$ cat src/hw/rtl/hta_pkg.sv
package hta_pkg;

  localparam int HANDLE_W     = 10;
  localparam int PORT_VALUE_W = 32;
  localparam int COUNT_W      = 11;
  localparam int STATUS_W     = 3;
  localparam int HANDLE_LIMIT = 1024;

  typedef enum logic [1:0] {
    REQ_ALLOC  = 2'd0,
    REQ_FREE   = 2'd1,
    REQ_LOOKUP = 2'd2,
    REQ_COPY   = 2'd3
  } req_type_t;

  typedef enum logic [STATUS_W-1:0] {
    STAT_OK         = 3'd0,
    STAT_FULL       = 3'd1,
    STAT_BAD_HANDLE = 3'd2,
    STAT_EMPTY      = 3'd3,
    STAT_ZERO_VALUE = 3'd4
  } status_t;

  // Commands from the controller to the datapath.
  typedef struct packed {
    logic clear_step;
    logic accept;
    logic scan_step;
    logic exec_done;
    logic copy_read;
    logic copy_done;
  } dp_cmd_t;

  // Status from the datapath to the controller.
  typedef struct packed {
    logic clear_last;
    logic out_free;
    logic scan_more;
    logic copy_go;
  } dp_status_t;

endpackage

$ cat src/hw/rtl/hta_ctrl.sv
module hta_ctrl (
  input  logic                clk,
  input  logic                rst_n,
  input  logic                in_valid,
  output logic                in_ready,
  input  hta_pkg::dp_status_t status,
  output hta_pkg::dp_cmd_t    cmd
);

  typedef enum logic [3:0] {
    ST_CLEAR = 4'b0001,
    ST_IDLE  = 4'b0010,
    ST_EXEC  = 4'b0100,
    ST_COPY  = 4'b1000
  } state_t;

  state_t state_r;
  state_t state_nxt;

  always_comb begin
    cmd       = '0;
    in_ready  = 1'b0;
    state_nxt = state_r;
    unique case (state_r)
      ST_CLEAR: begin
        cmd.clear_step = 1'b1;
        if (status.clear_last) begin
          state_nxt = ST_IDLE;
        end
      end
      ST_IDLE: begin
        in_ready = 1'b1;
        if (in_valid) begin
          cmd.accept = 1'b1;
          state_nxt  = ST_EXEC;
        end
      end
      ST_EXEC: begin
        // Nothing moves while a finished result still occupies the output.
        if (status.out_free) begin
          priority if (status.scan_more) begin
            cmd.scan_step = 1'b1;
          end else if (status.copy_go) begin
            cmd.copy_read = 1'b1;
            state_nxt     = ST_COPY;
          end else begin
            cmd.exec_done = 1'b1;
            state_nxt     = ST_IDLE;
          end
        end
      end
      ST_COPY: begin
        if (status.out_free) begin
          cmd.copy_done = 1'b1;
          state_nxt     = ST_IDLE;
        end
      end
      default: begin
        state_nxt = ST_CLEAR;
      end
    endcase
  end

  always_ff @(posedge clk) begin
    if (!rst_n) begin
      state_r <= ST_CLEAR;
    end else begin
      state_r <= state_nxt;
    end
  end

endmodule

$ cat config.mk
export PLATFORM = sky130hd
export DESIGN_NAME = hta_ctrl
export DESIGN_NICKNAME = d
export VERILOG_FILES = /design/src/hw/rtl/hta_pkg.sv /design/src/hw/rtl/hta_ctrl.sv
export SDC_FILE = /design/constraint.sdc
export NUM_CORES = 1
export LEC_CHECK = 0
export ABC_CLOCK_PERIOD_IN_PS = 1300
export BUFFER_PORTS_ARGS = -buffer_cell sky130_fd_sc_hd__buf_2
export CAP_MARGIN = 20
export CORE_AREA = 4 4 41 43
export CTS_CLUSTER_DIAMETER = 40
export DETAILED_ROUTE_END_ITERATION = 12
export DIE_AREA = 0 0 45 47
export HOLD_SLACK_MARGIN = 0.03
export MAX_ROUTING_LAYER = met4
export PLACE_DENSITY_LB_ADDON = 0.08
export SLEW_MARGIN = 20
export SYNTH_ARGS = -nofsm -noshare
export SYNTH_HDL_FRONTEND = slang
export SYNTH_SLANG_ARGS = --single-unit
$ cat constraint.sdc
create_clock -name clk -period 1.3 [get_ports clk]
set_input_delay 0.065 -clock clk [delete_from_list [all_inputs] [get_ports clk]]
set_output_delay 0.065 -clock clk [all_outputs]
set_load 0.02 [all_outputs]
==> run_results.csv <==
group,metric,value,unit
floorplanning,dieArea,2120,sq um
floorplanning,core_area,1300,sq um
cells_and_area,area_growth,72.6,%
timing,timing.slew.headroom,74.7,%
global_route,grt_overflow,0,
timing,fin_crit,1.45,ns
timing,clock.fmax,689,MHz
clock_tree,worstSkewPairLatency,0.24,ns
cells_and_area,regMostFlops,"state_r",
pwr,irDropWorstVdd,0.327,mV
floorplanning,row_count,13,
hold_path,min-delay-path-class,"in2reg",
synth,yosysUniqueCellTypes,26,
routing,vias,439,
cells_and_area,fillerInstances,144,
routing,antenna_left,0,
pwr,power.leakage,0.262,nW
flow_run,cap_violations,0,
cells_and_area,drive_gt1_share,63.4,%
synth,yosysWarnings,0,
cells_and_area,fin_nets,80,
setup_path,r2r_setup_slack,-0.01,ns
global_route,grt_max_degree,8,
floorplanning,die_h,47,microns
synth,yosysSeqAreaShare,21.6,%
global_route,grt_use_total,12.7,%
floorplanning,ioPinCount,14,
clock_tree,cts_max_level,1,
routing,firstDrtPassIters,4,
cells_and_area,antenna_cells,0,
setup_path,critical_path_class,"reg2out",
routing,wl_per_cell,12.1,microns
synth,syn-cell-area,370,sq um
clock_tree,cts.sinks,4,
timing,finalWorstSetupSlack,-0.151,ns
placed_design,port_buffers,13,
timing,holdWs,0.0482,ns
setup_path,end_kind,"primary output",
timing,hold_violations,0,
clock_tree,ctsHoldBuffers,0,
setup_path,crit_required,1.24,ns
synth,syn_area_per_cell,8.23,sq um
setup_path,worstSetupStartpointType,"flip-flop",
timing,tightest_slew,0.375,ns
routing,viasPerCell,5.10,
clock_tree,cts_tree,"built",
placed_design,dp_hpwl,816,microns
routing,drcViolationCount,0,
timing,setup_viol,7,
timing,maxSlewViolCount,0,
setup_path,worstPathMaxFanout,6,
cells_and_area,reg.largest.list,"state_r (4)",
routing,drt-initial-drc-count,7,
global_route,grt_pass1_vias,446,
clock_tree,clk_pin_slew_worst_paths,0.04,ns
synth,synthCells,45,
cells_and_area,final_area,639,sq um
global_route,grt_pass1_wl,1810,microns
timing,skew,0.00281,ns
run_status,status,"finished, violations left",
global_route,antenna_found_initial,0,
synth,synth.net_count,52,
timing,period_share,112,%
setup_path,cp_data_arrival_time,1.39,ns
clock_tree,cts_made_buffers,3,
cells_and_area,largest_reg_flops,4,
floorplanning,die_w,45,microns
floorplanning,initial_core_util,28.5,%
clock_tree,cts-root-buf,"clkbuf_4",
run_status,violations,"setup timing",
clock_tree,clk_path_buf_depth,2,
routing,wl,1040,microns
synth,synth-seq-cells,4,
timing,rsz0062_at_grt,"true",
placed_design,place_area,517,sq um
pwr,p_per_area,674,nW/um^2
placed_design,gp_congestion,0.736,
timing repair:
item                                    CTS  global route
pin swaps                                 5             4
cloned                                    0             0
buffers inserted                          3             1
gates resized for setup                  18             5
endpoints found under the setup margin    8             9
cell families after synthesis:
group | after synthesis | synth area share (%)
simple gates | 26 | 48.3
xor+xnor | 1 | 2.37
compound gates | 10 | 19.6
buf+inv | 4 | 8.11
flops | 4 | 21.6
critical path, stage by stage, from the launching register on:
cell	delay [ns]
dfxtp_4	0.36
nor4b_4	0.30
nand2_2	0.11
nor3b_4	0.23
buf_6	0.14
routing by layer:
| metal | share of wire [%] | up-vias | GRT usage, % |
|---|---|---|---|
| li1 | - | 220 | - |
| met1 | 45 | 203 | 13.9 |
| met5 | 0 | - | - |
| met3 | 4.3 | 2 | 3.83 |
| met2 | 50 | 14 | 20.3 |
| met4 | 1.3 | 0 | 7.02 |
area by class of cell:
type / instances / area, sq um / share of cell area [%]
inverters: 1 / 3.75 / 0.587
multi-input cells: 37 / 312 / 48.7
well taps: 15 / 18.8 / 2.94
repair buffers: 26 / 195 / 30.5
flip-flops and latches: 4 / 87.6 / 13.7
clock buffers: 3 / 22.5 / 3.52
stage by stage:
| stage | setup WS [ns] | instances | util [%] | TNS [ns] | total power (W) |
|---|---|---|---|---|---|
| floorplan | -0.151 | 45 | - | -0.335 | 0.000204 |
| global placement | -0.0503 | 79 | 39.7 | -0.0574 | 0.000255 |
| detailed placement | -0.0434 | 79 | 39.7 | -0.0704 | 0.000254 |
| CTS | -0.154 | 85 | 47.0 | -0.762 | 0.000427 |
| global route | -0.233 | 86 | 49.1 | -1.31 | 0.000454 |
| finish | -0.151 | 86 | 49.1 | -0.667 | 0.000431 |
layout by cell type, fill, tap and decap left out, drive strengths merged:
cell type	instances
xnor2	1
or3b	1
dfxtp	4
clkbuf	3
or4	1
and3	1
buf	26
nand2b	2
nand2	2
nor2b	3
o31ai	1
o21a	1
nor2	4
and2	1
o21ai	2
a311oi	1
nor3b	5
a21oi	2
nor4b	2
o21bai	1
nor3	4
o41ai	1
a31oi	1
inv	1
path summary, 6_finish.rpt:
path              cells past startpoint    endpoint  startpoint
setup / recovery                      4      cmd[1]  state_r[0]
hold / removal                        2  state_r[0]       rst_n
setup reg to reg                      3  state_r[1]  state_r[0]
hold reg to reg                       2  state_r[1]  state_r[1]
report_power, final:
part	switching [W]	total [W]	internal [W]
Combinational	0.0000596	0.000127	0.0000673
Sequential	0.0000126	0.000145	0.000132
Clock	0.0000558	0.000159	0.000104
Total	0.000128	0.000431	0.000303
synthesized netlist by cell type:
| cell type | instances | area [sq um] |
|---|---|---|
| nor2b_1 | 3 | 18.8 |
| a311oi_2 | 1 | 15.0 |
| nand2_1 | 2 | 7.51 |
| dfxtp_1 | 4 | 80.1 |
| nor3_1 | 4 | 20.0 |
| nand2b_1 | 2 | 12.5 |
| and3_1 | 1 | 6.26 |
| o21ai_1 | 1 | 5.00 |
| buf_6 | 2 | 22.5 |
| nor4b_2 | 2 | 30.0 |
| nor3b_2 | 1 | 12.5 |
| nor2_1 | 4 | 15.0 |
| a31oi_1 | 1 | 6.26 |
| and2_1 | 1 | 6.26 |
| or3b_1 | 1 | 8.76 |
| inv_1 | 1 | 3.75 |
| a21oi_1 | 2 | 10.0 |
| or4_4 | 1 | 11.3 |
| xnor2_1 | 1 | 8.76 |
| nor3b_1 | 4 | 30.0 |
| o41ai_1 | 1 | 8.76 |
| clkbuf_1 | 1 | 3.75 |
| o31ai_1 | 1 | 7.51 |
| o21ai_0 | 1 | 5.00 |
| o21bai_1 | 1 | 7.51 |
| o21a_1 | 1 | 7.51 |
(Power assumes the default switching activity.)
